**src/hw/rtl/mafs_pkg.sv**
```systemverilog
`default_nettype none
// ----------------------------------------------------------------------------
// mafs_pkg: shared types, tables and field codes for the frame size block
// Holds the bitrate, sampling rate and coefficient tables, and the beat
// structs that travel down the decode, multiply and divide chain.
// ----------------------------------------------------------------------------
package mafs_pkg;

	localparam int Q_W     = 12;           // quotient bits, one per divide cell
	localparam int DIV_W   = 16;           // sampling rate in Hz
	localparam int NUM_W   = 26;           // coefficient * bitrate in bit/s
	localparam int CMP_W   = DIV_W + Q_W;  // widest shifted divisor
	localparam int KBPS_W  = 9;
	localparam int COEFK_W = 18;           // coefficient * 1000
	localparam int LEN_W   = 12;

	localparam logic [10:0] SYNC_ALL  = 11'h7FF;
	localparam logic [1:0]  VER_RSVD  = 2'd1;
	localparam logic [1:0]  VER_MPEG1 = 2'd3;
	localparam logic [1:0]  LAY_RSVD  = 2'd0;
	localparam logic [1:0]  LAY_ONE   = 2'd3;
	localparam logic [1:0]  LAY_TWO   = 2'd2;
	localparam logic [1:0]  SRI_RSVD  = 2'd3;
	localparam logic [3:0]  BRI_BAD   = 4'hF;
	localparam logic [3:0]  BRI_FREE  = 4'h0;
	localparam logic [1:0]  LI_ONE    = 2'd0;
	localparam logic [1:0]  LI_TWO    = 2'd1;
	localparam logic [1:0]  LI_THREE  = 2'd2;

	// kbit/s by low-rate flag, layer index and bitrate index
	localparam logic [KBPS_W-1:0] KBPS_TAB [0:1][0:2][0:14] = '{
		'{
			'{9'd0, 9'd32, 9'd64, 9'd96, 9'd128, 9'd160, 9'd192, 9'd224,
			  9'd256, 9'd288, 9'd320, 9'd352, 9'd384, 9'd416, 9'd448},
			'{9'd0, 9'd32, 9'd48, 9'd56, 9'd64, 9'd80, 9'd96, 9'd112,
			  9'd128, 9'd160, 9'd192, 9'd224, 9'd256, 9'd320, 9'd384},
			'{9'd0, 9'd32, 9'd40, 9'd48, 9'd56, 9'd64, 9'd80, 9'd96,
			  9'd112, 9'd128, 9'd160, 9'd192, 9'd224, 9'd256, 9'd320}
		},
		'{
			'{9'd0, 9'd32, 9'd48, 9'd56, 9'd64, 9'd80, 9'd96, 9'd112,
			  9'd128, 9'd144, 9'd160, 9'd176, 9'd192, 9'd224, 9'd256},
			'{9'd0, 9'd8, 9'd16, 9'd24, 9'd32, 9'd40, 9'd48, 9'd56,
			  9'd64, 9'd80, 9'd96, 9'd112, 9'd128, 9'd144, 9'd160},
			'{9'd0, 9'd8, 9'd16, 9'd24, 9'd32, 9'd40, 9'd48, 9'd56,
			  9'd64, 9'd80, 9'd96, 9'd112, 9'd128, 9'd144, 9'd160}
		}
	};

	// Hz by version code and sampling index
	localparam logic [DIV_W-1:0] RATE_TAB [0:3][0:2] = '{
		'{16'd11025, 16'd12000, 16'd8000},
		'{16'd0, 16'd0, 16'd0},
		'{16'd22050, 16'd24000, 16'd16000},
		'{16'd44100, 16'd48000, 16'd32000}
	};

	// Coefficient times 1000, by low-rate flag and layer index
	localparam logic [COEFK_W-1:0] COEFK_TAB [0:1][0:2] = '{
		'{18'd12000, 18'd144000, 18'd144000},
		'{18'd12000, 18'd144000, 18'd72000}
	};

	typedef struct packed {
		logic             hdr_ok;   // sync and indices legal
		logic             len_ok;   // legal and not free format
		logic             pad;
		logic             slot4;    // Layer I: four-byte slots
		logic [DIV_W-1:0] fs;
	} mafs_ctl_t;

	typedef struct packed {
		mafs_ctl_t          ctl;
		logic [KBPS_W-1:0]  kbps;
		logic [COEFK_W-1:0] coefk;
	} mafs_dec_t;

	typedef struct packed {
		mafs_ctl_t        ctl;
		logic [NUM_W-1:0] rem;
		logic [Q_W-1:0]   quo;
	} mafs_div_t;

	function automatic logic [1:0] layer_idx(input logic [1:0] lay);
		logic [1:0] li;
		case (lay)
			LAY_ONE: li = LI_ONE;
			LAY_TWO: li = LI_TWO;
			default: li = LI_THREE;
		endcase
		return li;
	endfunction

endpackage
`default_nettype wire

```
**src/hw/rtl/mafs_decode.sv**
```systemverilog
`default_nettype none
// ----------------------------------------------------------------------------
// mafs_decode: header check and table lookup stage
// Splits the header word, checks sync and reserved codes and registers the
// table values that the multiply and divide stages need.
// ----------------------------------------------------------------------------
module mafs_decode (
	input  wire                    clk,
	input  wire                    arst_n,
	input  wire                    in_v,
	input  wire [31:0]             header_word,
	output logic                   up_rdy,
	output logic                   out_v,
	output mafs_pkg::mafs_dec_t    out_d,
	input  wire                    dn_rdy
);
	import mafs_pkg::*;

	logic [10:0] sync_f;
	logic [1:0]  ver_f;
	logic [1:0]  lay_f;
	logic [3:0]  bri_f;
	logic [1:0]  sri_f;
	logic        lsf;
	logic [1:0]  li;
	logic        ok;
	mafs_dec_t   dec;
	logic        v_q;
	mafs_dec_t   d_s1;

	always_comb begin
		sync_f = header_word[31:21];
		ver_f  = header_word[20:19];
		lay_f  = header_word[18:17];
		bri_f  = header_word[15:12];
		sri_f  = header_word[11:10];
		lsf    = (ver_f != VER_MPEG1);
		li     = layer_idx(lay_f);
		ok     = (sync_f == SYNC_ALL) && (ver_f != VER_RSVD) && (lay_f != LAY_RSVD) &&
		         (bri_f != BRI_BAD) && (sri_f != SRI_RSVD);
		dec.ctl.hdr_ok = ok;
		dec.ctl.len_ok = ok && (bri_f != BRI_FREE);
		dec.ctl.pad    = header_word[9];
		dec.ctl.slot4  = (li == LI_ONE);
		// Out-of-range indices only occur on rejected headers; clamp them.
		dec.ctl.fs     = (sri_f == SRI_RSVD) ? '0 : RATE_TAB[ver_f][sri_f];
		dec.kbps       = (bri_f == BRI_BAD) ? '0 : KBPS_TAB[lsf][li][bri_f];
		dec.coefk      = COEFK_TAB[lsf][li];
	end

	assign up_rdy = !v_q || dn_rdy;
	assign out_v  = v_q;
	assign out_d  = d_s1;

	always_ff @(posedge clk or negedge arst_n) begin
		if (!arst_n) begin
			v_q <= 1'b0;
		end else if (up_rdy) begin
			v_q <= in_v;
		end
	end

	always_ff @(posedge clk) begin
		if (up_rdy && in_v) begin
			d_s1 <= dec;
		end
	end

endmodule
`default_nettype wire

```
**src/hw/rtl/mafs_div_cell.sv**
```systemverilog
`default_nettype none
// ----------------------------------------------------------------------------
// mafs_div_cell: one restoring-division cell
// Tries the divisor shifted by BIT against the running remainder, sets that
// quotient bit and hands the beat to the next cell.
// ----------------------------------------------------------------------------
module mafs_div_cell #(
	parameter int BIT = 0
) (
	input  wire                    clk,
	input  wire                    arst_n,
	input  wire                    in_v,
	input  mafs_pkg::mafs_div_t    in_d,
	output logic                   up_rdy,
	output logic                   out_v,
	output mafs_pkg::mafs_div_t    out_d,
	input  wire                    dn_rdy
);
	import mafs_pkg::*;

	logic [CMP_W-1:0] rem_x;
	logic [CMP_W-1:0] dsh;
	logic             ge;
	mafs_div_t        nxt;
	logic             v_q;
	mafs_div_t        d_q;

	always_comb begin
		rem_x = CMP_W'(in_d.rem);
		dsh   = CMP_W'(in_d.ctl.fs) << BIT;
		ge    = (rem_x >= dsh);
		nxt   = in_d;
		if (ge) begin
			nxt.rem      = NUM_W'(rem_x - dsh);
			nxt.quo[BIT] = 1'b1;
		end
	end

	assign up_rdy = !v_q || dn_rdy;
	assign out_v  = v_q;
	assign out_d  = d_q;

	always_ff @(posedge clk or negedge arst_n) begin
		if (!arst_n) begin
			v_q <= 1'b0;
		end else if (up_rdy) begin
			v_q <= in_v;
		end
	end

	always_ff @(posedge clk) begin
		if (up_rdy && in_v) begin
			d_q <= nxt;
		end
	end

endmodule
`default_nettype wire

```
**src/hw/rtl/mpeg_audio_frame_size.sv**
```systemverilog
`default_nettype none
// ----------------------------------------------------------------------------
// mpeg_audio_frame_size: MPEG audio header check and frame length
// Checks one 32-bit frame header per beat and returns its validity and the
// frame length in bytes.
// ----------------------------------------------------------------------------
// Usage:
//   Input channel word_*: one header per beat, first stream byte in
//   header_word[31:24]. A beat moves when word_valid is high and word_stall
//   is low.
//   Output channel size_*: one beat per header, in order, carrying
//   header_valid and frame_bytes (0 for a bad or free-format header).
//   Pipeline: decode/table stage, bitrate multiply stage, twelve division
//   cells (one quotient bit each), output register.
//   Throughput is one header per cycle while size_stall is low; the division
//   chain is fully pipelined; the twelve cells set the latency, not the rate.
//   When the receiver stalls, the output register holds its beat and each
//   stage keeps filling until the chain is full; only then does word_stall
//   rise. Bubbles in the chain are squeezed out.
//   Reset clears every valid bit; the data registers are not reset.
// ----------------------------------------------------------------------------
module mpeg_audio_frame_size (
	input  wire                        clk,
	input  wire                        arst_n,
	input  wire                        word_valid,
	output logic                       word_stall,
	input  wire [31:0]                 header_word,
	output logic                       size_valid,
	input  wire                        size_stall,
	output logic                       header_valid,
	output logic [mafs_pkg::LEN_W-1:0] frame_bytes
);
	import mafs_pkg::*;

	logic             dec_v;
	mafs_dec_t        dec_d;
	logic             dec_rdy;

	logic             v_s2;
	mafs_div_t        d_s2;
	logic             rdy_s2;

	// stage k feeds cell k; index Q_W is the last cell's output
	logic             chain_v   [0:Q_W];
	mafs_div_t        chain_d   [0:Q_W];
	logic             chain_rdy [0:Q_W];

	logic             out_v_q;
	logic             hv_q;
	logic [LEN_W-1:0] len_q;
	logic             out_rdy;

	mafs_div_t        fin;
	logic [Q_W:0]     slots;
	logic [LEN_W-1:0] len_nxt;

	// Decode and table lookup
	mafs_decode u_dec (
		.clk         (clk),
		.arst_n      (arst_n),
		.in_v        (word_valid),
		.header_word (header_word),
		.up_rdy      (dec_rdy),
		.out_v       (dec_v),
		.out_d       (dec_d),
		.dn_rdy      (rdy_s2)
	);

	assign word_stall = !dec_rdy;

	// Multiply: bitrate in kbit/s times coefficient*1000 gives the dividend
	assign rdy_s2 = !v_s2 || chain_rdy[0];

	always_ff @(posedge clk or negedge arst_n) begin
		if (!arst_n) begin
			v_s2 <= 1'b0;
		end else if (rdy_s2) begin
			v_s2 <= dec_v;
		end
	end

	always_ff @(posedge clk) begin
		if (rdy_s2 && dec_v) begin
			d_s2.ctl <= dec_d.ctl;
			d_s2.rem <= NUM_W'(dec_d.kbps) * NUM_W'(dec_d.coefk);
			d_s2.quo <= '0;
		end
	end

	assign chain_v[0] = v_s2;
	assign chain_d[0] = d_s2;

	// Division chain: most significant quotient bit first
	for (genvar g = 0; g < Q_W; g++) begin : g_div
		mafs_div_cell #(
			.BIT (Q_W - 1 - g)
		) u_cell (
			.clk    (clk),
			.arst_n (arst_n),
			.in_v   (chain_v[g]),
			.in_d   (chain_d[g]),
			.up_rdy (chain_rdy[g]),
			.out_v  (chain_v[g+1]),
			.out_d  (chain_d[g+1]),
			.dn_rdy (chain_rdy[g+1])
		);
	end

	// Output: add padding slot, scale by slot size, zero for bad/free headers
	assign chain_rdy[Q_W] = out_rdy;
	assign out_rdy        = !out_v_q || !size_stall;

	always_comb begin
		fin   = chain_d[Q_W];
		slots = {1'b0, fin.quo} + (Q_W+1)'(fin.ctl.pad);
		if (!fin.ctl.len_ok) begin
			len_nxt = '0;
		end else if (fin.ctl.slot4) begin
			len_nxt = LEN_W'(slots << 2);
		end else begin
			len_nxt = LEN_W'(slots);
		end
	end

	always_ff @(posedge clk or negedge arst_n) begin
		if (!arst_n) begin
			out_v_q <= 1'b0;
		end else if (out_rdy) begin
			out_v_q <= chain_v[Q_W];
		end
	end

	always_ff @(posedge clk) begin
		if (out_rdy && chain_v[Q_W]) begin
			hv_q  <= fin.ctl.hdr_ok;
			len_q <= len_nxt;
		end
	end

	assign size_valid   = out_v_q;
	assign header_valid = hv_q;
	assign frame_bytes  = len_q;

`ifndef SYNTHESIS
	a_bad_zero: assert property (@(posedge clk) disable iff (!arst_n)
		size_valid && !header_valid |-> frame_bytes == '0)
		else $error("rejected header with nonzero length");

	a_len_max: assert property (@(posedge clk) disable iff (!arst_n)
		size_valid |-> frame_bytes <= LEN_W'(2881))
		else $error("frame length above largest legal frame");

	a_no_early_stall: assert property (@(posedge clk) disable iff (!arst_n)
		!dec_v |-> !word_stall)
		else $error("input stalled with decode stage empty");

	a_hold_until_full: assert property (@(posedge clk) disable iff (!arst_n)
		!v_s2 |-> !word_stall)
		else $error("input stalled with multiply stage empty");
`endif

endmodule
`default_nettype wire

```
**config.mk**
```make
export PLATFORM = sky130hd
export DESIGN_NAME = mpeg_audio_frame_size
export DESIGN_NICKNAME = d
export VERILOG_FILES = /design/src/hw/rtl/mafs_pkg.sv /design/src/hw/rtl/mafs_decode.sv /design/src/hw/rtl/mafs_div_cell.sv /design/src/hw/rtl/mpeg_audio_frame_size.sv
export SDC_FILE = /design/constraint.sdc
export NUM_CORES = 1
export LEC_CHECK = 0
export BUFFER_PORTS_ARGS = -buffer_cell sky130_fd_sc_hd__clkbuf_2
export CORE_MARGIN = 5
export CORE_UTILIZATION = 55
export CTS_CLUSTER_DIAMETER = 30
export DETAILED_ROUTE_END_ITERATION = 6
export HOLD_SLACK_MARGIN = 0.02
export PLACE_DENSITY = 0.7
export SLEW_MARGIN = 20
export SYNTH_ARGS = -nofsm -noshare
export SYNTH_HDL_FRONTEND = slang
export SYNTH_HIERARCHICAL = 1
export SYNTH_SLANG_ARGS = --single-unit
```
**constraint.sdc**
```tcl
create_clock -name clk -period 7.8 [get_ports clk]
set_clock_uncertainty 0.1 [all_clocks]
set_input_delay 0.39 -clock clk [delete_from_list [all_inputs] [get_ports clk]]
set_output_delay 0.39 -clock clk [all_outputs]
set_load 0.005 [all_outputs]
```
== Word level (Yosys, flattened, before mapping) ==
Cells that the tools add are included.

* Logic and storage cells: 259
* Memories kept: 0
* Bits in read-only memories: 0
* RAM bits: 0
* Register bits after elaboration: 709
* Output and inout bits: 15
* Latch bits: 0

* Divide/modulo/power cells: 0
* Order comparisons: 17
* Add/subtract/negate cells: 12
* Bitwise logic cells: 6
* Shift-type cells: 0
* Equality and inequality tests: 9
* Multiplexer cells: 34
* Multiply operators: 1
* Reductions and logical operators: 56

{| class="wikitable"
|+ Operator list
! operator !! number
|-
| two-way mux 405 bit || 2
|-
| two-way mux 385 bit || 1
|-
| binary-select mux 135 bit (select 2 bit) || 1
|-
| two-way mux 135 bit || 2
|-
| two-way mux 26 bit || 10
|-
| two-way mux 54 bit || 2
|-
| binary-select mux 48 bit (select 2 bit) || 1
|-
| two-way mux 48 bit || 2
|-
| two-way mux 18 bit || 3
|-
| subtractor 26 bit || 2
|-
| binary-select mux 18 bit (select 2 bit) || 1
|-
| binary-select mux 9 bit (select 4 bit) || 1
|-
| binary-select mux 16 bit (select 2 bit) || 1
|-
| two-way mux 16 bit || 2
|-
| >= comparator 26 x 27 -> 1 bit || 1
|-
| two-way mux 27 bit || 1
|-
| >= comparator 26 x 16 -> 1 bit || 1
|-
| >= comparator 26 x 17 -> 1 bit || 1
|-
| >= comparator 26 x 18 -> 1 bit || 1
|-
| >= comparator 26 x 19 -> 1 bit || 1
|-
| >= comparator 26 x 20 -> 1 bit || 1
|-
| >= comparator 26 x 21 -> 1 bit || 1
|-
| >= comparator 26 x 22 -> 1 bit || 1
|-
| >= comparator 26 x 23 -> 1 bit || 1
|-
| other kinds (37) || 94
|}

== Logic depth before layout (Yosys ltp) ==
* Depth in word-level cells: 17
* Mapped depth: 20
* Gate-level depth less buffers: 17

== Cells and area by module ==
Netlist, hierarchy kept.

{| class="wikitable"
|+ Modules (own cells, without submodules)
! module !! times used !! cells an instance !! seq. area each (um^2) !! area an instance (um^2)
|-
| mpeg_audio_frame_size || 1 || 743 || 1821.7 || 7385.8
|-
| mafs_div_cell (g_div[11].u_cell) || 1 || 264 || 1766.7 || 3191.8
|-
| mafs_div_cell (g_div[7].u_cell) || 1 || 248 || 1766.7 || 3070.4
|-
| mafs_div_cell (g_div[10].u_cell) || 1 || 250 || 1766.7 || 3067.9
|-
| mafs_div_cell (g_div[8].u_cell) || 1 || 256 || 1766.7 || 3054.2
|-
| mafs_div_cell (g_div[2].u_cell) || 1 || 228 || 1766.7 || 3052.9
|-
| mafs_div_cell (g_div[4].u_cell) || 1 || 241 || 1766.7 || 3044.2
|-
| mafs_div_cell (g_div[9].u_cell) || 1 || 253 || 1766.7 || 3032.9
|-
| mafs_div_cell (g_div[5].u_cell) || 1 || 247 || 1766.7 || 3024.2
|-
| mafs_div_cell (g_div[3].u_cell) || 1 || 231 || 1766.7 || 3012.9
|-
| mafs_div_cell (g_div[6].u_cell) || 1 || 249 || 1766.7 || 3004.1
|-
| mafs_div_cell (g_div[1].u_cell) || 1 || 208 || 1766.7 || 2904.0
|-
| mafs_div_cell (g_div[0].u_cell) || 1 || 205 || 1766.7 || 2840.2
|-
| mafs_decode || 1 || 213 || 895.9 || 2077.0
|}

== Worst setup path before layout ==
No wires, ideal clock.

* Path type: reg-to-reg
* Start point: reg u_dec.d_s1 (netlist bit u_dec/out_d[26])
* End point: reg d_s2 (netlist bit chain_d[733]) (data pin)
* Stages on the path, launching flop included: 16
* Data required time: 7.440 ns
* Arrival time: 4.356 ns
* Buffers on the path: 1
* Clock period less this slack: 4.716 ns
* Slack: 3.084 ns
* Cell sequence: edfxtp_1 clkbuf_1 and2_1 fa_1 fa_1 fa_1 inv_1 fa_1 inv_1 ha_1 and2_4 and3_4 a221oi_2 o31ai_2 o31ai_2 xnor2_1

* Longest elaborated chain between the ends: 1

{| class="wikitable"
|+ Ends and longest elaborated chain
! element !! line !! text
|-
| from (decl) || mafs_decode.sv:29 || <nowiki>mafs_dec_t d_s1;</nowiki>
|-
| from (signal assigned) || mafs_decode.sv:65 || <nowiki>d_s1 <= dec;</nowiki>
|-
| multiplier 9 x 18 -> 26 bit || mpeg_audio_frame_size.sv:85 || <nowiki>d_s2.rem <= NUM_W'(dec_d.kbps) * NUM_W'(dec_d.coefk);</nowiki>
|-
| to (decl) || mpeg_audio_frame_size.sv:40 || <nowiki>mafs_div_t d_s2;</nowiki>
|}

No other way between the ends.
A chain may end at the register's enable or synchronous reset.

== Worst setup path in the final report ==
* Start point: reg u_dec.d_s1 (netlist bit u_dec/out_d[13])
* End point: reg d_s2 (netlist bit chain_d[733]) (data pin)

Same word-level chain as after synthesis.

==> run summary <==
Die Wd: 292 um
TNS Setup: 0 ns
DP Wirelength: 64900 um
Critical Path Start Type: flip-flop
Root Driver: clkbuf_16
Bufs on Longest Clock Path: 3
Final Net Count: 4187
PortBufs: 40
Slew Limit Headroom: 0.375
TritonCTS Sinks: 757
Vias/cell: 5.51
DR vias: 27300
synthesized area: 43700 um2
worst skew pair latency: 0.74 ns
CTS resizes: 0
Mapped Cells: 3664
initial antenna violation count: 0
Pleak: 20.0 nW
CP max FO: 27
share of layout cells above drive strength 1: 0.129
DP Worst Slack: 2.59 ns
largest net degree at the start of global routing: 59
most common library cell in the layout ignoring fill and taps: edfxtp_1
Worst Tran Pin Value: 0.930 ns
GPL Wtd Cong: 0.944
worst vdd ir: 236 uV
core area: 78900 um2
min cycle time layout: 5.23 ns
I/O Pins: 51
clock slew at reported path FFs: 0.05 ns
Core Rows: 103
1st-iter DRT viols: 1562
Max-Cap Viols: 0
Util after Layout: 0.633
Final Cycle Share: 0.670
post-DR wirelength/cell: 17.5 um
area delta synth->final: 14.3%
WP data required: 8.17 ns
TritonCTS clock tree: built
critical path endpoint category: flip-flop
pwr/cell area: 440 nW/um2
Highest Clock Rate: 191 MHz
Die Y: 292 um
CTS Buf Count: 148
WS Path Type: reg2reg
# fillers: 6021
WL final: 86700 um
Initial Util: 0.554
syn_area_per_cell: 11.9 um2
Fin Hold WS: 0.0666 ns
yosys warns: 6
Final Max Tran Viols: 0
total global routing overflow: 0
Setup violations, final: 0
ANT nets after route: 0
number of global-route vias before repair: 28600
Hold Crit Class: in2reg
GRT Resource Usage Total: 0.204
status: completed
antenna fix cells: 0
commonest non-fill, non-tap cells in the layout: 742 x edfxtp_1, 399 x inv_1, 272 x nand2_1
unrepaired setup endpoints after global routing: false
Remaining DRCs: 0
die area: 85100 um2
CTS H-tree depth: 4
CP arrival: 5.60 ns
final hold vios: 0
first-pass GRT wire length: 142000 um
total power: 22.0 mW
drt first pass iters: 5
fin worst setup slack: 2.57 ns
-- metrics by stage --
stage          instances  area (um2)
2_1_floorplan       3685       43700
3_3_place_gp        4671       44600
3_5_place_dp        4671       44600
4_1_cts             4954       49900
5_1_grt             4954       49900
6_report            4954       49900
-- registers in the layout, indices dropped and copies added, names as in the netlist --
name                cells
size_valid              1
u_dec/out_d            29
u_dec/out_v             1
g_div.u_cell/out_d    654
g_div.u_cell/out_v     12
header_valid            1
chain_d                46
v_s2                    1
frame_bytes            12
-- final cells by class --
cell class / count / area (um2) / share of cell area
Inverter: 401 / 1510 / 0.0302
Timing Repair Buffer: 67 / 423 / 0.00848
Clock buffer: 166 / 3800 / 0.0762
Tap cell: 1050 / 1310 / 0.0263
Multi-Input combinational cell: 2404 / 18800 / 0.377
Sequential cell: 757 / 22700 / 0.454
Clock inverter: 109 / 1410 / 0.0283
-- layer usage --
metal  track usage  up-vias  part of all wire
li1              -    13400                 -
met1         0.206    13000              0.36
met2         0.396      611              0.56
met3        0.0336      256             0.034
met4         0.114        0             0.054
met5             0        -                 0
-- power by group --
part / internal (mW) / switching [mW]
logic: 3.79 / 5.03
clock network: 4.16 / 2.23
registers: 6.15 / 0.625
total: 14.1 / 7.89
-- final timing paths --
| path | from | to | slack (ns) | cells after the start |
|---|---|---|---|---|
| worst max-delay path | u_dec/out_d[13]$_DFFE_PP_ | chain_d[733]$_DFFE_PP_ | 2.57 | 14 |
| worst min-delay path | header_word[10] | u_dec/out_d[35]$_SDFFCE_PN0P_ | 0.07 | 2 |
| worst max register to register | u_dec/out_d[13]$_DFFE_PP_ | chain_d[733]$_DFFE_PP_ | 2.57 | 14 |
| worst min register to register | g_div[6].u_cell/out_d[54]$_DFFE_PP_ | g_div[7].u_cell/out_d[54]$_DFFE_PP_ | 0.30 | 0 |
| max in group asynchronous | arst_n | g_div[0].u_cell/out_v$_DFFE_PN0N_ | 6.40 | 3 |
| min in group asynchronous | arst_n | g_div[6].u_cell/out_v$_DFFE_PN0N_ | 0.74 | 3 |
-- critical path: stages (launching register included) --
cell	delay, ns
edfxtp_1	0.70
and2_1	0.32
fa_1	0.51
fa_1	0.52
fa_1	0.54
inv_1	0.05
fa_1	0.52
inv_1	0.04
ha_1	0.40
a21oi_1	0.31
nand2_1	0.11
a221oi_2	0.26
o31ai_2	0.17
o31ai_2	0.33
xnor2_1	0.10
-- what timing repair did --
item,4_1_cts,5_1_grt
buffers inserted,0,0
endpoints found under the hold margin,23,0
hold buffers,8,0
endpoints found under the setup margin,0,0
Note: power is estimated with default switching activity, not from simulation.
